[config.mk]
export PLATFORM = sky130hd
export DESIGN_NAME = float_sqrt_newton
export DESIGN_NICKNAME = d
export VERILOG_FILES = /design/src/rtl/core/fsn_pkg.sv /design/src/rtl/core/fsn_fpu.sv /design/src/rtl/core/float_sqrt_newton.sv
export VERILOG_INCLUDE_DIRS = /design/src /design/src/rtl/core
export SDC_FILE = /design/constraint.sdc
export NUM_CORES = 2
export LEC_CHECK = 0
export ABC_AREA = 1
export BUFFER_PORTS_ARGS = -buffer_cell sky130_fd_sc_hd__buf_2
export CAP_MARGIN = 20
export CELL_PAD_IN_SITES_DETAIL_PLACEMENT = 0
export CELL_PAD_IN_SITES_GLOBAL_PLACEMENT = 1
export CORE_MARGIN = 2
export CORE_UTILIZATION = 45
export DETAILED_ROUTE_END_ITERATION = 8
export PLACE_DENSITY_LB_ADDON = 0.1
export REMOVE_ABC_BUFFERS = 1
export SLEW_MARGIN = 20
export SYNTH_ARGS = -nofsm -noshare
export SYNTH_HDL_FRONTEND = slang
export SYNTH_SLANG_ARGS = --single-unit
[constraint.sdc]
create_clock -name clock -period 6.6 [get_ports clock]
set_input_delay 0.99 -clock clock [delete_from_list [all_inputs] [get_ports clock]]
set_output_delay 0.99 -clock clock [all_outputs]
set_load 0.1 [all_outputs]
[src/rtl/core/assert_macros.svh]
// Assertion macros shared by the square-root RTL.
// No dependencies.
`ifndef ASSERT_MACROS_SVH
`define ASSERT_MACROS_SVH

// Implication checked at every clock edge outside reset.
`define ASSERT_IMPLY(label, clk, rst, cond, expr) \
   label: assert property (@(posedge clk) disable iff (rst) (cond) |-> (expr)) \
      else $error("assertion failed");

// Implication whose consequent is checked in the next cycle.
`define ASSERT_NEXT(label, clk, rst, cond, expr) \
   label: assert property (@(posedge clk) disable iff (rst) (cond) |=> (expr)) \
      else $error("assertion failed");

`endif

[src/rtl/core/fsn_pkg.sv]
// Shared types, constants and rounding helpers for the square-root block.
// No dependencies.
package fsn_pkg;

   localparam logic [9:0]  EXP_BIAS     = 10'd127;
   localparam logic [31:0] INV_ROOT_TWO = 32'h3F3504F3;
   localparam logic [31:0] EXP_ONE      = 32'h0080_0000;
   localparam logic [3:0]  MAX_ITER_RST = 4'd8;

   localparam logic [1:0] STATUS_CONVERGED = 2'd0;
   localparam logic [1:0] STATUS_CAP       = 2'd1;
   localparam logic [1:0] STATUS_INVALID   = 2'd2;

   typedef enum logic [1:0] {
      FU_MUL,
      FU_DIV,
      FU_ADD
   } fu_op_type;

   typedef struct packed {
      logic      start;
      fu_op_type op;
   } fu_req_type;

   // Round to nearest even and pack a positive normal result.
   function automatic logic [31:0] round_pack(input logic [9:0] exp_v,
                                              input logic [23:0] mant,
                                              input logic guard,
                                              input logic sticky);
      logic        inc;
      logic [24:0] m;
      logic [9:0]  e;
      inc = guard & (sticky | mant[0]);
      m   = {1'b0, mant} + {24'd0, inc};
      e   = exp_v;
      if (m[24]) begin
         e = exp_v + 10'd1;
         m = m >> 1;
      end
      return {1'b0, e[7:0], m[22:0]};
   endfunction

   // Halve by lowering the exponent field, except at 0 or 255.
   function automatic logic [31:0] halve(input logic [31:0] x);
      if (x[30:23] != 8'd0 && x[30:23] != 8'hFF) begin
         return x - EXP_ONE;
      end
      return x;
   endfunction

endpackage

[src/rtl/core/fsn_fpu.sv]
// Shared single-precision unit: multiply, restoring divide, add (positive normals).
// Depends on fsn_pkg.
module fsn_fpu import fsn_pkg::*; (
   input  logic        clock,
   input  logic        reset,
   input  fu_req_type  req,
   input  logic [31:0] opa,
   input  logic [31:0] opb,
   output logic        done,
   output logic [31:0] result
);

   typedef enum logic [2:0] {
      S_IDLE, S_MUL, S_DIV, S_DRND, S_ADD
   } state_type;

   state_type   state_ff, state_in;
   logic [47:0] prod_ff, prod_in;
   logic [9:0]  exp_ff, exp_in;
   logic [25:0] rem_ff, rem_in;
   logic [23:0] dvs_ff, dvs_in;
   logic [24:0] quo_ff, quo_in;
   logic [4:0]  cnt_ff, cnt_in;
   logic [26:0] big_ff, big_in;
   logic [26:0] sml_ff, sml_in;
   logic [31:0] result_ff, result_in;
   logic        done_ff, done_in;

   logic [23:0] ma, mb;
   logic [9:0]  ea, eb;
   logic        swap;
   logic [31:0] bigv, smlv;
   logic [7:0]  dexp;
   logic [26:0] sm27, mask, aligned;
   logic        ge;
   logic [25:0] diff;
   logic [27:0] sum;

   always_comb begin
      ma   = {1'b1, opa[22:0]};
      mb   = {1'b1, opb[22:0]};
      ea   = {2'b0, opa[30:23]};
      eb   = {2'b0, opb[30:23]};
      swap = opb[30:0] > opa[30:0];
      bigv = swap ? opb : opa;
      smlv = swap ? opa : opb;
      dexp = bigv[30:23] - smlv[30:23];
      sm27 = {1'b1, smlv[22:0], 3'b000};
      mask = (27'd1 << dexp) - 27'd1;
      if (dexp >= 8'd27) begin
         aligned = 27'd1;
      end else begin
         aligned = (sm27 >> dexp) | {26'd0, |(sm27 & mask)};
      end
      ge   = rem_ff >= {2'b00, dvs_ff};
      diff = rem_ff - {2'b00, dvs_ff};
      sum  = {1'b0, big_ff} + {1'b0, sml_ff};
   end

   always_comb begin
      state_in  = state_ff;
      prod_in   = prod_ff;
      exp_in    = exp_ff;
      rem_in    = rem_ff;
      dvs_in    = dvs_ff;
      quo_in    = quo_ff;
      cnt_in    = cnt_ff;
      big_in    = big_ff;
      sml_in    = sml_ff;
      result_in = result_ff;
      done_in   = 1'b0;
      case (state_ff)
         S_IDLE: begin
            if (req.start) begin
               case (req.op)
                  FU_MUL: begin
                     prod_in  = ma * mb;
                     exp_in   = ea + eb - EXP_BIAS;
                     state_in = S_MUL;
                  end
                  FU_DIV: begin
                     dvs_in = mb;
                     quo_in = '0;
                     cnt_in = '0;
                     if (ma < mb) begin
                        rem_in = {1'b0, ma, 1'b0};
                        exp_in = ea - eb + EXP_BIAS - 10'd1;
                     end else begin
                        rem_in = {2'b00, ma};
                        exp_in = ea - eb + EXP_BIAS;
                     end
                     state_in = S_DIV;
                  end
                  FU_ADD: begin
                     big_in   = {1'b1, bigv[22:0], 3'b000};
                     sml_in   = aligned;
                     exp_in   = {2'b0, bigv[30:23]};
                     state_in = S_ADD;
                  end
                  default: state_in = S_IDLE;
               endcase
            end
         end
         S_MUL: begin
            if (prod_ff[47]) begin
               result_in = round_pack(exp_ff + 10'd1, prod_ff[47:24], prod_ff[23],
                                      |prod_ff[22:0]);
            end else begin
               result_in = round_pack(exp_ff, prod_ff[46:23], prod_ff[22],
                                      |prod_ff[21:0]);
            end
            done_in  = 1'b1;
            state_in = S_IDLE;
         end
         S_DIV: begin
            // one quotient bit per cycle
            rem_in = ge ? {diff[24:0], 1'b0} : {rem_ff[24:0], 1'b0};
            quo_in = {quo_ff[23:0], ge};
            cnt_in = cnt_ff + 5'd1;
            if (cnt_ff == 5'd24) begin
               state_in = S_DRND;
            end
         end
         S_DRND: begin
            result_in = round_pack(exp_ff, quo_ff[24:1], quo_ff[0], rem_ff != 26'd0);
            done_in   = 1'b1;
            state_in  = S_IDLE;
         end
         S_ADD: begin
            if (sum[27]) begin
               result_in = round_pack(exp_ff + 10'd1, sum[27:4], sum[3], |sum[2:0]);
            end else begin
               result_in = round_pack(exp_ff, sum[26:3], sum[2], |sum[1:0]);
            end
            done_in  = 1'b1;
            state_in = S_IDLE;
         end
         default: state_in = S_IDLE;
      endcase
   end

   always_ff @(posedge clock) begin
      if (reset) begin
         state_ff <= S_IDLE;
         done_ff  <= 1'b0;
      end else begin
         state_ff <= state_in;
         done_ff  <= done_in;
      end
      prod_ff   <= prod_in;
      exp_ff    <= exp_in;
      rem_ff    <= rem_in;
      dvs_ff    <= dvs_in;
      quo_ff    <= quo_in;
      cnt_ff    <= cnt_in;
      big_ff    <= big_in;
      sml_ff    <= sml_in;
      result_ff <= result_in;
   end

   assign done   = done_ff;
   assign result = result_ff;

endmodule

[src/rtl/core/float_sqrt_newton.sv]
// Newton-Raphson float32 square root: top-level sequencer around fsn_fpu.
// Depends on fsn_pkg, fsn_fpu and assert_macros.svh.
// Sequence: an invalid input goes straight to the result; a valid input runs a divide
//   (issue, quotient bits, round), an add and a compare per refinement step, after a
//   seed multiply for an odd seed, and then presents the result.
// Throughput: one item at a time; req_ready only while idle, shared unit bound.
// Reset: synchronous, active high; cap returns to 8, sequencer to idle.
`include "assert_macros.svh"

module float_sqrt_newton import fsn_pkg::*; (
   input  logic        clock,
   input  logic        reset,
   input  logic        req_valid,
   output logic        req_ready,
   input  logic [31:0] req_value,
   output logic        rsp_valid,
   input  logic        rsp_ready,
   output logic [31:0] rsp_root,
   output logic [3:0]  rsp_iterations,
   output logic [1:0]  rsp_status,
   input  logic        csr_valid,
   output logic        csr_ready,
   input  logic [3:0]  csr_max_iterations
);

   typedef enum logic [2:0] {
      ST_IDLE, ST_SEED, ST_DIV, ST_ADD, ST_CHECK, ST_DONE
   } state_type;

   state_type   state_ff, state_in;
   logic [31:0] a_ff, a_in;
   logic [31:0] x0_ff, x0_in;
   logic [31:0] x1_ff, x1_in;
   logic [3:0]  k_ff, k_in;
   logic [31:0] root_ff, root_in;
   logic [1:0]  status_ff, status_in;
   logic [3:0]  max_ff;
   fu_req_type  fu_req_ff, fu_req_in;
   logic [31:0] opa_ff, opa_in;
   logic [31:0] opb_ff, opb_in;

   logic        fu_done;
   logic [31:0] fu_result;
   logic        bad;
   logic        odd;
   logic [31:0] seed;

   fsn_fpu u_fpu (
      .clock  (clock),
      .reset  (reset),
      .req    (fu_req_ff),
      .opa    (opa_ff),
      .opb    (opb_ff),
      .done   (fu_done),
      .result (fu_result)
   );

   // Seed: exponent field becomes (ex>>1)+64 for both parities; an even
   // exponent field means an odd unbiased exponent, which needs 1/sqrt(2).
   always_comb begin
      bad  = req_value[31] || req_value[30:23] == 8'd0 || req_value[30:23] == 8'hFF;
      odd  = ~req_value[23];
      seed = {1'b0, {1'b0, req_value[30:24]} + 8'd64, req_value[22:0]};
   end

   always_comb begin
      state_in  = state_ff;
      a_in      = a_ff;
      x0_in     = x0_ff;
      x1_in     = x1_ff;
      k_in      = k_ff;
      root_in   = root_ff;
      status_in = status_ff;
      opa_in    = opa_ff;
      opb_in    = opb_ff;
      fu_req_in = '{start: 1'b0, op: fu_req_ff.op};
      case (state_ff)
         ST_IDLE: begin
            if (req_valid) begin
               a_in = req_value;
               k_in = '0;
               if (bad) begin
                  root_in   = '0;
                  status_in = STATUS_INVALID;
                  state_in  = ST_DONE;
               end else if (odd) begin
                  fu_req_in = '{start: 1'b1, op: FU_MUL};
                  opa_in    = seed;
                  opb_in    = INV_ROOT_TWO;
                  state_in  = ST_SEED;
               end else begin
                  x0_in     = seed;
                  fu_req_in = '{start: 1'b1, op: FU_DIV};
                  opa_in    = req_value;
                  opb_in    = seed;
                  state_in  = ST_DIV;
               end
            end
         end
         ST_SEED: begin
            if (fu_done) begin
               x0_in     = fu_result;
               fu_req_in = '{start: 1'b1, op: FU_DIV};
               opa_in    = a_ff;
               opb_in    = fu_result;
               state_in  = ST_DIV;
            end
         end
         ST_DIV: begin
            if (fu_done) begin
               fu_req_in = '{start: 1'b1, op: FU_ADD};
               opa_in    = x0_ff;
               opb_in    = fu_result;
               state_in  = ST_ADD;
            end
         end
         ST_ADD: begin
            if (fu_done) begin
               x1_in    = halve(fu_result);
               state_in = ST_CHECK;
            end
         end
         ST_CHECK: begin
            // positive normals: equal bits means equal values
            if (x0_ff == x1_ff) begin
               root_in   = x1_ff;
               status_in = STATUS_CONVERGED;
               state_in  = ST_DONE;
            end else if (k_ff >= max_ff) begin
               root_in   = x1_ff;
               status_in = STATUS_CAP;
               state_in  = ST_DONE;
            end else begin
               x0_in     = x1_ff;
               k_in      = k_ff + 4'd1;
               fu_req_in = '{start: 1'b1, op: FU_DIV};
               opa_in    = a_ff;
               opb_in    = x1_ff;
               state_in  = ST_DIV;
            end
         end
         ST_DONE: begin
            if (rsp_ready) begin
               state_in = ST_IDLE;
            end
         end
         default: state_in = ST_IDLE;
      endcase
   end

   always_ff @(posedge clock) begin
      if (reset) begin
         state_ff  <= ST_IDLE;
         fu_req_ff <= '{start: 1'b0, op: FU_MUL};
         max_ff    <= MAX_ITER_RST;
      end else begin
         state_ff  <= state_in;
         fu_req_ff <= fu_req_in;
         if (csr_valid) begin
            max_ff <= csr_max_iterations;
         end
      end
      a_ff      <= a_in;
      x0_ff     <= x0_in;
      x1_ff     <= x1_in;
      k_ff      <= k_in;
      root_ff   <= root_in;
      status_ff <= status_in;
      opa_ff    <= opa_in;
      opb_ff    <= opb_in;
   end

   assign req_ready      = state_ff == ST_IDLE;
   assign rsp_valid      = state_ff == ST_DONE;
   assign rsp_root       = root_ff;
   assign rsp_iterations = k_ff;
   assign rsp_status     = status_ff;
   assign csr_ready      = 1'b1;

   `ASSERT_IMPLY(a_invalid_zero, clock, reset,
      rsp_valid && rsp_status == STATUS_INVALID, rsp_root == 32'd0 && rsp_iterations == 4'd0)
   `ASSERT_IMPLY(a_done_busy, clock, reset, fu_done,
      state_ff == ST_SEED || state_ff == ST_DIV || state_ff == ST_ADD)
   `ASSERT_NEXT(a_start_leaves_idle, clock, reset,
      req_valid && req_ready, !req_ready)

endmodule
==> results.json <==
{
  "run_status": "finished with violations",
  "violations_in_the_final_reports": "negative setup slack",
  "rows": 118,
  "yosysTopAreaCellShare_pct": 26.4,
  "netlist_cell_types": 74,
  "core_um2": 103000,
  "cts_inserted_buffers": 51,
  "cts_root_buf": "sky130_fd_sc_hd__clkbuf_16",
  "rsz0062_at_grt": "true",
  "finalMaxSlewViolations": 0,
  "setup_total_negative_slack_ns": -1.51,
  "worst_path_largest_cell_delay_ns": 0.55,
  "timing_hold_violations_final": 0,
  "remaining_drc_errors": 0,
  "maximum_number_of_pins_on_one_net_before_global_route_repair": 93,
  "synth.cell_area_um2": 46700,
  "synth-edff-count": 411,
  "cts_hold_repair.buffers": 0,
  "drv_cap": 0,
  "synthesis.area_per_instance_um2": 8.31,
  "drt-total-wl_mm": 158,
  "synthDominantAreaCellType": "sky130_fd_sc_hd__edfxtp_1",
  "top_fanout_value_on_the_critical_path": 4,
  "ant_nets": 0,
  "timing.hold.worst.class": "reg2reg",
  "main_combinational_cell_family_by_area_after_synthesis": "adder cells",
  "grt_overflow_total": 0,
  "cts-htree-levels": 2,
  "global_route.usage.total_pct": 30.0,
  "yosys_most_used_dff": "sky130_fd_sc_hd__edfxtp_1",
  "detailed_place_hpwl_mm": 126,
  "die_width_um": 326,
  "crit_path_start_kind": "register",
  "dp_worst_setup_slack_ns": -0.783,
  "initial_utilization_pct": 45.2,
  "global_route_wire_length_before_repair_mm": 242,
  "clock_tree.buffer_depth": 3,
  "postPlaceCellArea_um2": 51300,
  "final_critical_path_setup_slack_ns": -0.304,
  "synth_to_final_area_change_pct": 18.7,
  "crit_path_frequent_cell": "sky130_fd_sc_hd__fa_1",
  "grt.busiest_layer": "met2",
  "synthesis.instances": 5621,
  "fin_skew_ns": 0.0702,
  "number_of_synthesized_register_bits": 425,
  "globalRouteMet3Util_pct": 3.22,
  "cts.sink_count": 425,
  "timing.setup.critical_path_class": "reg2reg",
  "detail_route.vias_per_cell": 5.28,
  "compound_gate_portion_of_the_synthesized_area_pct": 9.26,
  "drt_iter0_drcs": 3332,
  "vias": 39300,
  "tightestPinTransition_ns": 1.19,
  "use_met1_pct": 41.6,
  "grt_use_met2_pct": 49.2,
  "grt_antenna_before_repair": 5,
  "nNetsFinal": 6896,
  "postSynth.asyncResetShare_pct": 0,
  "post_synth_and_or_nand_nor_area_fraction_pct": 18.1,
  "dominant_cell_by_count_in_the_synthesized_netlist": "sky130_fd_sc_hd__nand2_1",
  "synth_area_leaders": "sky130_fd_sc_hd__edfxtp_1 26%, sky130_fd_sc_hd__fa_1 21%, sky130_fd_sc_hd__nand2_1 10%, sky130_fd_sc_hd__ha_1 9.3%, sky130_fd_sc_hd__inv_1 9.3%",
  "worst_setup_hold_path_clk_slew_ns": 0.07,
  "drt-wirelength-per-cell_um": 21.2,
  "worst_slew_margin_rel_pct": 19.9,
  "adder_and_majority_gate_portion_of_the_synthesized_area_pct": 30.1,
  "slowest_stage": "sky130_fd_sc_hd__fa_1",
  "finalSetupViolations": 12,
  "tritoncts_clock_tree": "built",
  "layout.cell_area.non_filler_um2": 55400,
  "finalCritPeriodShare_pct": 105,
  "max_freq_mhz": 145,
  "port_buffers": 80,
  "crit_path_required_time_ns": 6.99,
  "yosysWarningCount": 0,
  "insertion_delay_ns": 0.68,
  "critical_path.endpoint_type": "register",
  "period_minus_slack_ns": 6.90,
  "synth.cells.most_frequent": "1267 x sky130_fd_sc_hd__nand2_1, 1153 x sky130_fd_sc_hd__inv_1, 486 x sky130_fd_sc_hd__fa_1, 411 x sky130_fd_sc_hd__edfxtp_1, 347 x sky130_fd_sc_hd__ha_1",
  "worstPathArrival_ns": 7.30,
  "die-area_um2": 106000,
  "register_area_share_after_synthesis_pct": 27.0,
  "synth-xor-area-share_pct": 4.11,
  "gp_congestion": 0.950,
  "number_of_global_route_vias_before_repair": 39500,
  "io_pins": 82,
  "synth.area.mux_share_pct": 0.196,
  "drt_first_pass_iters": 6,
  "drive_above_1_share_pct": 14.9,
  "fp.dieH_um": 326
}
## worst max-delay path: cells and delay by family (launching register included)
| family | cells | cell delay, ns |
|---|---|---|
| buffers and inverters | 8 | 0.71 |
| flip-flops | 1 | 0.44 |
| XOR/XNOR | 1 | 0.10 |
| AO/OA/AOI/OAI | 6 | 0.94 |
| adder cells (fa/ha/maj) | 9 | 3.88 |
| AND/OR/NAND/NOR | 6 | 0.53 |
## worst paths after layout
check | startpoint | endpoint | depth (start not counted) | slack [ns]
worst max-delay path | opa_ff[8] | u_fpu.prod_ff[46] | 30 | -0.30
worst min-delay path | u_fpu.result[2] | x1_ff[2] | 0 | 0.45
worst max register to register | opa_ff[8] | u_fpu.prod_ff[46] | 30 | -0.30
worst min register to register | u_fpu.result[2] | x1_ff[2] | 0 | 0.45
## kinds of logic after synthesis
family,Yosys count
multiplexers,9
other,2
buffers and inverters,1377
flip-flops,425
XOR/XNOR,214
AO/OA/AOI/OAI,744
AND/OR/NAND/NOR,2017
adder cells (fa/ha/maj),833
## cell type report
cell class / count / area (um2)
Antenna cell: 4 / 10.0
Sequential cell: 425 / 12600
Multi-Input combinational cell: 3819 / 29700
Fill cell: 9682 / 47800
Clock buffer: 60 / 1320
Inverter: 1165 / 4380
Tap cell: 1380 / 1730
Timing Repair Buffer: 560 / 5110
Clock inverter: 32 / 504
## repair_timing
item | CTS | global route
resized for setup | 222 | 91
buffers inserted | 71 | 44
setup endpoints to repair | 22 | 23
pin swaps | 121 | 123
gates cloned | 5 | 0
## through the flow
step                      utilization [%]  instances  hold slack (ns)
after floorplan                         -       5409            0.426
after global placement               49.7       7235            0.432
after detailed placement             49.7       7235            0.432
after CTS                            53.0       7400            0.447
after global routing                 53.7       7441            0.463
final                                53.7       7445            0.450
## cells in the final DEF (no fill, tap or decap), types with 12 or more instances in the layout
cell / instances
sky130_fd_sc_hd__a21oi_1: 213
sky130_fd_sc_hd__a21oi_2: 19
sky130_fd_sc_hd__a22oi_1: 32
sky130_fd_sc_hd__a31oi_1: 27
sky130_fd_sc_hd__buf_12: 52
sky130_fd_sc_hd__buf_2: 80
sky130_fd_sc_hd__buf_4: 355
sky130_fd_sc_hd__buf_6: 53
sky130_fd_sc_hd__buf_8: 13
sky130_fd_sc_hd__clkbuf_16: 51
sky130_fd_sc_hd__dfxtp_1: 14
sky130_fd_sc_hd__edfxtp_1: 411
sky130_fd_sc_hd__fa_1: 464
sky130_fd_sc_hd__fa_2: 22
sky130_fd_sc_hd__ha_1: 320
sky130_fd_sc_hd__ha_4: 22
sky130_fd_sc_hd__inv_1: 1115
sky130_fd_sc_hd__inv_2: 43
sky130_fd_sc_hd__nand2_1: 1238
sky130_fd_sc_hd__nand2_2: 37
sky130_fd_sc_hd__nand3_1: 175
sky130_fd_sc_hd__nand3b_1: 16
sky130_fd_sc_hd__nand4_1: 55
sky130_fd_sc_hd__nor2_1: 330
sky130_fd_sc_hd__nor2_2: 14
sky130_fd_sc_hd__nor2_4: 12
sky130_fd_sc_hd__nor3_1: 45
sky130_fd_sc_hd__nor4_1: 36
sky130_fd_sc_hd__o211ai_1: 36
sky130_fd_sc_hd__o21ai_0: 233
sky130_fd_sc_hd__o21ai_1: 39
sky130_fd_sc_hd__o221ai_1: 28
sky130_fd_sc_hd__o22ai_1: 25
sky130_fd_sc_hd__or2_2: 20
sky130_fd_sc_hd__xnor2_1: 54
sky130_fd_sc_hd__xor2_1: 154
## sequential cells by signal, indices dropped and copies added (netlist names), 5 cells and up
| name | flops |
|---|---|
| a_ff | 31 |
| opa_ff | 31 |
| opb_ff | 31 |
| rsp_root | 32 |
| u_fpu.big_ff | 23 |
| u_fpu.cnt_ff | 5 |
| u_fpu.dvs_ff | 23 |
| u_fpu.exp_ff | 8 |
| u_fpu.prod_ff | 48 |
| u_fpu.quo_ff | 25 |
| u_fpu.rem_ff | 26 |
| u_fpu.result | 31 |
| u_fpu.sml_ff | 27 |
| x0_ff | 32 |
| x1_ff | 32 |
## routing by layer
| metal | vias up | part of all wire (%) | wire length [um] |
|---|---|---|---|
| met5 | - | 0.037 | 58 |
| met4 | 8 | 3.7 | 5800 |
| met3 | 229 | 5.8 | 9210 |
| met2 | 1258 | 47 | 73900 |
| met1 | 19200 | 44 | 68900 |
| li1 | 18600 | - | - |
Power is not shown: default switching activity piles up to over one toggle a cycle in this logic, so the estimate is an artifact.
